## src/hdl/i2cms_pkg.sv

```systemverilog
package i2cms_pkg;

   localparam int TX_DEPTH = 16;
   localparam int RX_DEPTH = 16;

   localparam int TX_AW = $clog2(TX_DEPTH);
   localparam int TX_CW = $clog2(TX_DEPTH + 1);
   localparam int RX_CW = $clog2(RX_DEPTH + 1);

   localparam logic [2:0] KIND_HEADER  = 3'd0;
   localparam logic [2:0] KIND_PAYLOAD = 3'd1;
   localparam logic [2:0] KIND_WRITE   = 3'd2;
   localparam logic [2:0] KIND_READ    = 3'd3;
   localparam logic [2:0] KIND_EVENT   = 3'd4;

   localparam logic [2:0] ACT_START     = 3'd0;
   localparam logic [2:0] ACT_SEND      = 3'd1;
   localparam logic [2:0] ACT_STOP      = 3'd2;
   localparam logic [2:0] ACT_RESTART   = 3'd3;
   localparam logic [2:0] ACT_RECV      = 3'd4;
   localparam logic [2:0] ACT_ACK       = 3'd5;
   localparam logic [2:0] ACT_NACK_STOP = 3'd6;
   localparam logic [2:0] ACT_COMPLETE  = 3'd7;

   typedef enum logic [10:0] {
      PH_IDLE      = 11'b000_0000_0001,
      PH_W_SEND    = 11'b000_0000_0010,
      PH_W_DONE    = 11'b000_0000_0100,
      PH_R_ADDR_W  = 11'b000_0000_1000,
      PH_R_CMD     = 11'b000_0001_0000,
      PH_R_RESTART = 11'b000_0010_0000,
      PH_R_ADDR_R  = 11'b000_0100_0000,
      PH_R_START   = 11'b000_1000_0000,
      PH_R_ACK     = 11'b001_0000_0000,
      PH_R_NACK    = 11'b010_0000_0000,
      PH_R_DONE    = 11'b100_0000_0000
   } phase_type;

   typedef struct packed {
      logic [2:0] kind;
      logic [7:0] slave_addr;
      logic [7:0] command_byte;
      logic [7:0] data_byte;
      logic [4:0] read_count;
      logic       tx_busy;
      logic       rx_full;
      logic [7:0] rx_byte;
   } req_type;

   typedef struct packed {
      logic [2:0] action;
      logic [7:0] tx_byte;
      logic       read_valid;
      logic [7:0] read_byte;
      logic [3:0] read_position;
      logic       was_read;
      logic       overflow;
   } rsp_type;

   typedef struct packed {
      logic             we0;
      logic [TX_AW-1:0] addr0;
      logic [7:0]       data0;
      logic             we1;
      logic [TX_AW-1:0] addr1;
      logic [7:0]       data1;
   } txq_wr_type;

endpackage

```

## src/hdl/i2cms_txq.sv

```systemverilog
module i2cms_txq (
   input  logic                       clock,
   input  i2cms_pkg::txq_wr_type      wr,
   input  logic [i2cms_pkg::TX_AW-1:0] rd_addr,
   output logic [7:0]                 rd_data,
   output logic [7:0]                 entry0,
   output logic [7:0]                 entry1
);

   logic [7:0] queue_ff [i2cms_pkg::TX_DEPTH];

   always_ff @(posedge clock) begin
      if (wr.we0) begin
         queue_ff[wr.addr0] <= wr.data0;
      end
      if (wr.we1) begin
         queue_ff[wr.addr1] <= wr.data1;
      end
   end

   assign rd_data = queue_ff[rd_addr];
   assign entry0  = queue_ff[0];
   assign entry1  = queue_ff[1];

endmodule

```

## src/hdl/i2cms_ctrl.sv

```systemverilog
module i2cms_ctrl (
   input  logic               clock,
   input  logic               reset,
   input  logic               fire,
   input  i2cms_pkg::req_type item,
   output logic               emit,
   output i2cms_pkg::rsp_type rsp
);

   i2cms_pkg::phase_type          phase_ff, phase_in;
   logic                          is_read_ff, is_read_in;
   logic [i2cms_pkg::TX_CW-1:0]   tx_pos_ff, tx_pos_in;
   logic [i2cms_pkg::TX_CW-1:0]   tx_fill_ff, tx_fill_in;
   logic [i2cms_pkg::RX_CW-1:0]   rx_exp_ff, rx_exp_in;
   logic [i2cms_pkg::RX_CW-1:0]   rx_pos_ff, rx_pos_in;
   logic [i2cms_pkg::RX_CW-1:0]   count;
   i2cms_pkg::txq_wr_type         wr;
   logic [7:0]                    rd_data, entry0, entry1;

   i2cms_txq u_txq (
      .clock   (clock),
      .wr      (wr),
      .rd_addr (tx_pos_ff[i2cms_pkg::TX_AW-1:0]),
      .rd_data (rd_data),
      .entry0  (entry0),
      .entry1  (entry1)
   );

   always_comb begin
      phase_in   = phase_ff;
      is_read_in = is_read_ff;
      tx_pos_in  = tx_pos_ff;
      tx_fill_in = tx_fill_ff;
      rx_exp_in  = rx_exp_ff;
      rx_pos_in  = rx_pos_ff;
      emit       = 1'b0;
      rsp        = '0;
      wr         = '0;
      count      = '0;
      case (item.kind)
         i2cms_pkg::KIND_HEADER: begin
            if (tx_fill_ff < i2cms_pkg::TX_CW'(i2cms_pkg::TX_DEPTH)) begin
               wr.we0     = fire;
               wr.addr0   = tx_fill_ff[i2cms_pkg::TX_AW-1:0];
               wr.data0   = item.slave_addr;
               tx_fill_in = tx_fill_ff + 1'b1;
            end
            if (tx_fill_ff < i2cms_pkg::TX_CW'(i2cms_pkg::TX_DEPTH - 1)) begin
               wr.we1     = fire;
               wr.addr1   = i2cms_pkg::TX_AW'(tx_fill_ff + 1'b1);
               wr.data1   = item.command_byte;
               tx_fill_in = tx_fill_ff + 2'd2;
            end else begin
               emit         = 1'b1;
               rsp.action   = i2cms_pkg::ACT_START;
               rsp.overflow = 1'b1;
            end
         end
         i2cms_pkg::KIND_PAYLOAD: begin
            if (tx_fill_ff < i2cms_pkg::TX_CW'(i2cms_pkg::TX_DEPTH)) begin
               wr.we0     = fire;
               wr.addr0   = tx_fill_ff[i2cms_pkg::TX_AW-1:0];
               wr.data0   = item.data_byte;
               tx_fill_in = tx_fill_ff + 1'b1;
            end else begin
               emit         = 1'b1;
               rsp.action   = i2cms_pkg::ACT_START;
               rsp.overflow = 1'b1;
            end
         end
         i2cms_pkg::KIND_WRITE: begin
            if (phase_ff == i2cms_pkg::PH_IDLE) begin
               is_read_in = 1'b0;
               tx_pos_in  = '0;
               phase_in   = i2cms_pkg::PH_W_SEND;
               emit       = 1'b1;
               rsp.action = i2cms_pkg::ACT_START;
            end
         end
         i2cms_pkg::KIND_READ: begin
            if (item.read_count == 5'd0) begin
               count = i2cms_pkg::RX_CW'(1);
            end else if (32'(item.read_count) > i2cms_pkg::RX_DEPTH) begin
               count = i2cms_pkg::RX_CW'(i2cms_pkg::RX_DEPTH);
            end else begin
               count = i2cms_pkg::RX_CW'(item.read_count);
            end
            if (phase_ff == i2cms_pkg::PH_IDLE) begin
               is_read_in = 1'b1;
               rx_exp_in  = count;
               rx_pos_in  = '0;
               phase_in   = i2cms_pkg::PH_R_ADDR_W;
               emit       = 1'b1;
               rsp.action = i2cms_pkg::ACT_START;
            end
         end
         i2cms_pkg::KIND_EVENT: begin
            unique case (phase_ff)
               i2cms_pkg::PH_W_SEND: begin
                  if (!item.tx_busy) begin
                     emit = 1'b1;
                     if (tx_pos_ff < tx_fill_ff) begin
                        rsp.action  = i2cms_pkg::ACT_SEND;
                        rsp.tx_byte = rd_data;
                        tx_pos_in   = tx_pos_ff + 1'b1;
                     end else begin
                        rsp.action = i2cms_pkg::ACT_STOP;
                        phase_in   = i2cms_pkg::PH_W_DONE;
                     end
                  end
               end
               i2cms_pkg::PH_W_DONE: begin
                  tx_pos_in  = '0;
                  tx_fill_in = '0;
                  phase_in   = i2cms_pkg::PH_IDLE;
                  emit       = 1'b1;
                  rsp.action = i2cms_pkg::ACT_COMPLETE;
               end
               i2cms_pkg::PH_R_ADDR_W: begin
                  phase_in    = i2cms_pkg::PH_R_CMD;
                  emit        = 1'b1;
                  rsp.action  = i2cms_pkg::ACT_SEND;
                  rsp.tx_byte = entry0;
               end
               i2cms_pkg::PH_R_CMD: begin
                  phase_in    = i2cms_pkg::PH_R_RESTART;
                  emit        = 1'b1;
                  rsp.action  = i2cms_pkg::ACT_SEND;
                  rsp.tx_byte = entry1;
               end
               i2cms_pkg::PH_R_RESTART: begin
                  phase_in   = i2cms_pkg::PH_R_ADDR_R;
                  emit       = 1'b1;
                  rsp.action = i2cms_pkg::ACT_RESTART;
               end
               i2cms_pkg::PH_R_ADDR_R: begin
                  phase_in    = i2cms_pkg::PH_R_START;
                  emit        = 1'b1;
                  rsp.action  = i2cms_pkg::ACT_SEND;
                  rsp.tx_byte = {entry0[7:1], 1'b1};
               end
               i2cms_pkg::PH_R_START: begin
                  if (({1'b0, rx_pos_ff} + 1'b1) < {1'b0, rx_exp_ff}) begin
                     phase_in = i2cms_pkg::PH_R_ACK;
                  end else begin
                     phase_in = i2cms_pkg::PH_R_NACK;
                  end
                  emit       = 1'b1;
                  rsp.action = i2cms_pkg::ACT_RECV;
               end
               i2cms_pkg::PH_R_ACK: begin
                  if (item.rx_full) begin
                     emit              = 1'b1;
                     rsp.action        = i2cms_pkg::ACT_ACK;
                     rsp.read_valid    = 1'b1;
                     rsp.read_byte     = item.rx_byte;
                     rsp.read_position = 4'(rx_pos_ff);
                     rx_pos_in         = rx_pos_ff + 1'b1;
                     phase_in          = i2cms_pkg::PH_R_START;
                  end
               end
               i2cms_pkg::PH_R_NACK: begin
                  if (item.rx_full) begin
                     emit              = 1'b1;
                     rsp.action        = i2cms_pkg::ACT_NACK_STOP;
                     rsp.read_valid    = 1'b1;
                     rsp.read_byte     = item.rx_byte;
                     rsp.read_position = 4'(rx_pos_ff);
                     tx_pos_in         = '0;
                     tx_fill_in        = '0;
                     rx_pos_in         = '0;
                     rx_exp_in         = '0;
                     phase_in          = i2cms_pkg::PH_R_DONE;
                  end
               end
               i2cms_pkg::PH_R_DONE: begin
                  phase_in     = i2cms_pkg::PH_IDLE;
                  emit         = 1'b1;
                  rsp.action   = i2cms_pkg::ACT_COMPLETE;
                  rsp.was_read = is_read_ff;
               end
               default: begin
               end
            endcase
         end
         default: begin
         end
      endcase
   end

   always_ff @(posedge clock) begin
      if (reset) begin
         phase_ff   <= i2cms_pkg::PH_IDLE;
         is_read_ff <= 1'b0;
         tx_pos_ff  <= '0;
         tx_fill_ff <= '0;
         rx_exp_ff  <= '0;
         rx_pos_ff  <= '0;
      end else if (fire) begin
         phase_ff   <= phase_in;
         is_read_ff <= is_read_in;
         tx_pos_ff  <= tx_pos_in;
         tx_fill_ff <= tx_fill_in;
         rx_exp_ff  <= rx_exp_in;
         rx_pos_ff  <= rx_pos_in;
      end
   end

endmodule

```

## src/hdl/i2c_master_register_sequencer_unit.sv

```systemverilog
// I2C master transaction sequencer. Requests and bus events enter through a
// one-entry input register; the sequencer decides on each one combinationally
// against its phase, counters and a 16-byte write queue, and any resulting
// action is held in a result register until the consumer takes it. One item is
// taken every cycle while the result side keeps up; each result passes from the
// input register into the result register. A queue request that finds too
// little room in the queue returns an overflow result; starts outside the
// idle phase are dropped silently.
module i2c_master_register_sequencer_unit (
   input  logic       clock,
   input  logic       reset,
   input  logic       req_valid,
   output logic       req_ready,
   input  logic [2:0] req_kind,
   input  logic [7:0] req_slave_addr,
   input  logic [7:0] req_command_byte,
   input  logic [7:0] req_data_byte,
   input  logic [4:0] req_read_count,
   input  logic       req_tx_busy,
   input  logic       req_rx_full,
   input  logic [7:0] req_rx_byte,
   output logic       rsp_valid,
   input  logic       rsp_ready,
   output logic [2:0] rsp_action,
   output logic [7:0] rsp_tx_byte,
   output logic       rsp_read_valid,
   output logic [7:0] rsp_read_byte,
   output logic [3:0] rsp_read_position,
   output logic       rsp_was_read,
   output logic       rsp_overflow
);

   i2cms_pkg::req_type in_ff;
   logic               in_valid_ff, in_valid_in;
   i2cms_pkg::rsp_type out_ff;
   logic               out_valid_ff, out_valid_in;
   logic               advance;
   logic               req_accept;
   logic               emit;
   i2cms_pkg::rsp_type rsp;

   assign advance    = in_valid_ff && (!out_valid_ff || rsp_ready);
   assign req_ready  = !in_valid_ff || advance;
   assign req_accept = req_valid && req_ready;

   i2cms_ctrl u_ctrl (
      .clock (clock),
      .reset (reset),
      .fire  (advance),
      .item  (in_ff),
      .emit  (emit),
      .rsp   (rsp)
   );

   always_comb begin
      in_valid_in  = req_accept || (in_valid_ff && !advance);
      out_valid_in = advance ? emit : (out_valid_ff && !rsp_ready);
   end

   always_ff @(posedge clock) begin
      if (reset) begin
         in_valid_ff  <= 1'b0;
         out_valid_ff <= 1'b0;
      end else begin
         in_valid_ff  <= in_valid_in;
         out_valid_ff <= out_valid_in;
      end
   end

   always_ff @(posedge clock) begin
      if (req_accept) begin
         in_ff <= '{kind: req_kind, slave_addr: req_slave_addr,
                    command_byte: req_command_byte, data_byte: req_data_byte,
                    read_count: req_read_count, tx_busy: req_tx_busy,
                    rx_full: req_rx_full, rx_byte: req_rx_byte};
      end
      if (advance && emit) begin
         out_ff <= rsp;
      end
   end

   assign rsp_valid         = out_valid_ff;
   assign rsp_action        = out_ff.action;
   assign rsp_tx_byte       = out_ff.tx_byte;
   assign rsp_read_valid    = out_ff.read_valid;
   assign rsp_read_byte     = out_ff.read_byte;
   assign rsp_read_position = out_ff.read_position;
   assign rsp_was_read      = out_ff.was_read;
   assign rsp_overflow      = out_ff.overflow;

   a_read_valid_action: assert property (@(posedge clock) disable iff (reset)
      rsp_valid |-> (rsp_read_valid == ((rsp_action == i2cms_pkg::ACT_ACK) ||
                                        (rsp_action == i2cms_pkg::ACT_NACK_STOP))))
      else $error("read_valid does not match a receive action");

   a_overflow_form: assert property (@(posedge clock) disable iff (reset)
      (rsp_valid && rsp_overflow) |->
         ((rsp_action == i2cms_pkg::ACT_START) && (rsp_tx_byte == 8'd0) &&
          !rsp_read_valid && !rsp_was_read))
      else $error("overflow result carries other fields");

   a_was_read_complete: assert property (@(posedge clock) disable iff (reset)
      (rsp_valid && rsp_was_read) |-> (rsp_action == i2cms_pkg::ACT_COMPLETE))
      else $error("was_read set outside completion");

   a_input_held: assert property (@(posedge clock) disable iff (reset)
      req_accept |=> in_valid_ff)
      else $error("accepted transfer lost from the input register");

endmodule
```

## config.mk

```make
export PLATFORM = sky130hd
export DESIGN_NAME = i2c_master_register_sequencer_unit
export DESIGN_NICKNAME = d
export VERILOG_FILES = /design/src/hdl/i2cms_pkg.sv /design/src/hdl/i2cms_txq.sv /design/src/hdl/i2cms_ctrl.sv /design/src/hdl/i2c_master_register_sequencer_unit.sv
export SDC_FILE = /design/constraint.sdc
export NUM_CORES = 1
export LEC_CHECK = 0
export BUFFER_PORTS_ARGS = -buffer_cell sky130_fd_sc_hd__buf_2
export CAP_MARGIN = 20
export CELL_PAD_IN_SITES_DETAIL_PLACEMENT = 1
export CELL_PAD_IN_SITES_GLOBAL_PLACEMENT = 1
export CORE_ASPECT_RATIO = 1.75
export CORE_MARGIN = 5
export CORE_UTILIZATION = 40
export CTS_CLUSTER_SIZE = 14
export DETAILED_ROUTE_END_ITERATION = 7
export PLACE_DENSITY_LB_ADDON = 0.15
export SLEW_MARGIN = 0
export SYNTH_ARGS = -nofsm -noshare
export SYNTH_HDL_FRONTEND = slang
export SYNTH_SLANG_ARGS = --single-unit
```

## constraint.sdc

```tcl
create_clock -name clock -period 4.4 [get_ports clock]
set_input_delay 0.44 -clock clock [delete_from_list [all_inputs] [get_ports clock]]
set_output_delay 0.44 -clock clock [all_outputs]
set_load 0.02 [all_outputs]
```

==> implementation parameters <==
Parameter                              Value

Finish
  Number of nets in the layout ... about 1000
  Share of layout cells above drive strength 1 ... 0.2118
  Antenna Diode Count ... 0
  Area grow syn2layout ... 13.08%

Floorplanning
  IO Count ... between 70 and 80
  Height of the die ... 237.0 µm
  Total Die Area ... approximately 0.033 mm²
  DIE WIDTH ... ~140 µm
  Area of the placeable core ... between 0.02 and 0.03 mm²
  Number of core rows ... between 80 and 90
  Initial Utilization ... 0.4036

Synthesis
  Sequential area share after synthesis ... 0.5644
  Most frequent cells after synthesis ... 196 x sky130_fd_sc_hd__edfxtp_1, 98 x sky130_fd_sc_hd__mux2i_1, 60 x sky130_fd_sc_hd__o21ai_0
  Cell types with the largest area share after synthesis ... sky130_fd_sc_hd__edfxtp_1 50%, sky130_fd_sc_hd__mux2i_1 8.3%, sky130_fd_sc_hd__mux4_2 7.6%, sky130_fd_sc_hd__dfxtp_1 6.5%, sky130_fd_sc_hd__o21ai_0 2.5%
  Cell type contributing the most total cell area after synthesis ... sky130_fd_sc_hd__edfxtp_1
  Top_reg_cell synth ... sky130_fd_sc_hd__edfxtp_1
  Library cell with the highest instance count after synthesis ... sky130_fd_sc_hd__edfxtp_1
  Number of enable-type register cells in the synthesized netlist ... approximately 200
  Per-instance average area after synthesis ... 12.77 µm²
  Proportion of synthesized flip-flops having asynchronous set or reset ... 0
  Total of warnings raised by yosys ... 0
  Portion of synthesized cell area occupied by the leading cell type ... 0.4998
  Number of synthesized register bits ... 234
  Netlist cell types ... 76
  Cell area after technology mapping ... 0.01178 mm²
  Nets in the synthesized netlist ... between 900 and 1000
  Mapped Cells ... 922

Setup path
  Critical Path Fanout Max ... 45
  Sort of element at the end of the critical path ... flop
  Arrival time reported for the critical path endpoint ... 3610 ps
  Startpoint types ... flop
  Worst Setup Path Type ... reg2reg
  Data required time of the critical path ... 4640 ps

CTS
  Post-CTS setup repair buffer count ... 0
  Clock tree from TritonCTS ... built
  Deepest clock path buffer count ... 3
  Num CTS Buffers ... 24
  Count of cells resized by post-cts repair ... 0
  Hold Buf Count CTS ... 0
  H-Tree Depth ... 1
  Clock root buffer ... sky130_fd_sc_hd__clkbuf_16
  Clock latency of the later-clocked register in the worst-skew pair ... ~550 ps
  Number of clock sinks seen by CTS ... around 230
  Clock slew at reported path FFs ... 60 ps

STA
  Slew @ Worst Pin ... 1077 ps
  Fin. Hold Viols ... 0
  Max Clock Skew ... 21.55 ps
  Relative slew margins ... 0.2775
  PnR worst setup slack ... ~1000 ps
  Endpoints failing setup ... 0
  Unrepaired setup endpoints after global routing ... no
  Final slew viol count ... 0
  Final critical path time including I/O delays and setup ... 3367 ps
  Setup TNS ... 0 ps
  Maximum operating frequency ... a little under 300 MHz
  Final worst path period share ... 0.7653

Placed design
  Final estimated routing congestion in global placement ... around 0.85
  Number of buffers inserted by port buffering ... 73
  HPWL reported at the end of detailed placement ... 25440 µm
  Worst-case setup slack after placement ... about 1100 ps

Power and ir drop
  Switching part of the total ... 0.2241
  Combinational share of power ... 0.047
  Post-route total power ... 4707 µW
  P_leak ... 0.004591 µW
  Worst IR drop on VDD ... roughly 340 µV
  Switching power of the nets ... around 1100 µW
  Relative contribution of the clock network to total power ... 0.432
  Proportion of power drawn by flip-flops and latches ... 0.521
  Cell internal pwr ... 3652 µW
  PwrDens ... 353.4 mW/mm²

Drt
  Number of detailed-routing iterations run before antenna repair ... 4
  DR DRC count ... 0
  Total wirelength of the detailed-routed design ... 34980 µm
  Violation count after the first detailed-routing iteration ... 428
  Post-DRT Antenna Nets ... 0
  Vias per Instance ... 5.787
  Detailed-route via count ... 7974
  Drt wl/cell ... 25.38 µm

Min path
  Hold/Removal Path Class ... in2reg

Global routing
  Final global-route overflow total ... 0
  GRT Resource Usage Total ... 0.2096
  Antenna violations before repair ... 0
  Number of global-route vias before repair ... 8555
  Largest net degree at the start of global routing ... 46
  First-pass GRT wire length ... 53120 µm

Outcome
  Run status ... complete, no violations

Flow run
  Count of maximum capacitance violations ... 0
==> final cells by class <==
cell class | count | area, µm²
clock inverters | 11 | 118.9
fillers | 3050 | 15870
flip-flops and latches | 234 | 6649
clock buffers | 33 | 644.4
inverters | 12 | 45.04
multi-input cells | 608 | 4806
repair buffers | 98 | 575.6
well taps | 382 | 478.0
==> layer usage <==
metal | GRT usage | vias to the layer above | wire [µm]
met5 | 0 | - | 0
met2 | 0.4265 | 144 | 20320
met3 | 0.02122 | 59 | 969
met1 | 0.2071 | 4083 | 11880
li1 | - | 3688 | -
met4 | 0.09403 | 0 | 1811
==> worst max-delay path: stages, from the launching register on <==
cell                      delay (ps)
sky130_fd_sc_hd__dfxtp_1         390
sky130_fd_sc_hd__ha_1            270
sky130_fd_sc_hd__a31o_2          300
sky130_fd_sc_hd__nor3_2          220
sky130_fd_sc_hd__buf_4           440
sky130_fd_sc_hd__nand4_1         360
sky130_fd_sc_hd__nor2_1          840
sky130_fd_sc_hd__o21ai_0         240
==> placed cells by master (no fill, tap or decap), drive strengths merged, types with 37 or more instances in the layout <==
cell / count
mux2i: 98
mux4: 40
nand2: 58
o21ai: 62
nand3: 52
dfxtp: 38
nor2: 41
a21oi: 37
edfxtp: 196
buf: 98
==> per-stage QoR <==
stage                       util  instances  hold slack (ps)  area [µm²]
final                     0.4563       1378            61.59       13320
after floorplan                -        922            432.0       11780
after global routing      0.4563       1378            38.82       13320
after CTS                 0.4555       1376            31.24       13290
after detailed placement  0.4293       1332            464.2       12530
after global placement    0.4293       1332            456.2       12530
==> path summary, 6_finish.rpt <==
kind	startpoint	end	slack (ps)	cells past startpoint
setup reg to reg	u_ctrl.tx_fill_ff[2]$_SDFFE_PP0P_	u_ctrl.u_txq.queue_ff[6][7]$_DFFE_PP_	1030	7
setup / recovery	u_ctrl.tx_fill_ff[2]$_SDFFE_PP0P_	u_ctrl.u_txq.queue_ff[6][7]$_DFFE_PP_	1030	7
hold reg to reg	u_ctrl.rx_exp_ff[2]$_SDFFE_PP0P_	u_ctrl.rx_exp_ff[2]$_SDFFE_PP0P_	470	2
hold / removal	req_rx_byte[4]	in_ff[4]$_DFFE_PP_	60	1
==> power groups by stage <==
stage / combinational, µW / clock [µW] / sequential (µW)
2_1_floorplan: 135 / 0 / 2490
3_3_place_gp: 218 / 0 / 2500
3_5_place_dp: 221 / 0 / 2500
4_1_cts: 222 / 2090 / 2450
5_1_grt: 241 / 2180 / 2450
6_report: 222 / 2030 / 2450
==> kinds of logic after synthesis <==
family,count (synthesis),share of synthesized area
flops,234,0.5644
fa+ha+maj,15,0.01594
xor+xnor,12,0.008925
buf+inv,80,0.02869
simple gates,270,0.1271
mux,146,0.1674
compound gates,165,0.08755
==> sequential cells by signal, summed over array words and instances, names as in the netlist, named ones only <==
register and flops:
u_ctrl.u_txq.queue_ff 128, in_ff 42, u_ctrl.phase_ff 11, rsp_read_byte 8, rsp_tx_byte 8, u_ctrl.rx_exp_ff 5, u_ctrl.rx_pos_ff 5, u_ctrl.tx_fill_ff 5
u_ctrl.tx_pos_ff 5, rsp_read_position 4, rsp_action 3, in_valid_ff 1, rsp_overflow 1, rsp_read_valid 1, rsp_valid 1, rsp_was_read 1
u_ctrl.is_read_ff 1
Note: power is estimated with default switching activity, not from simulation.
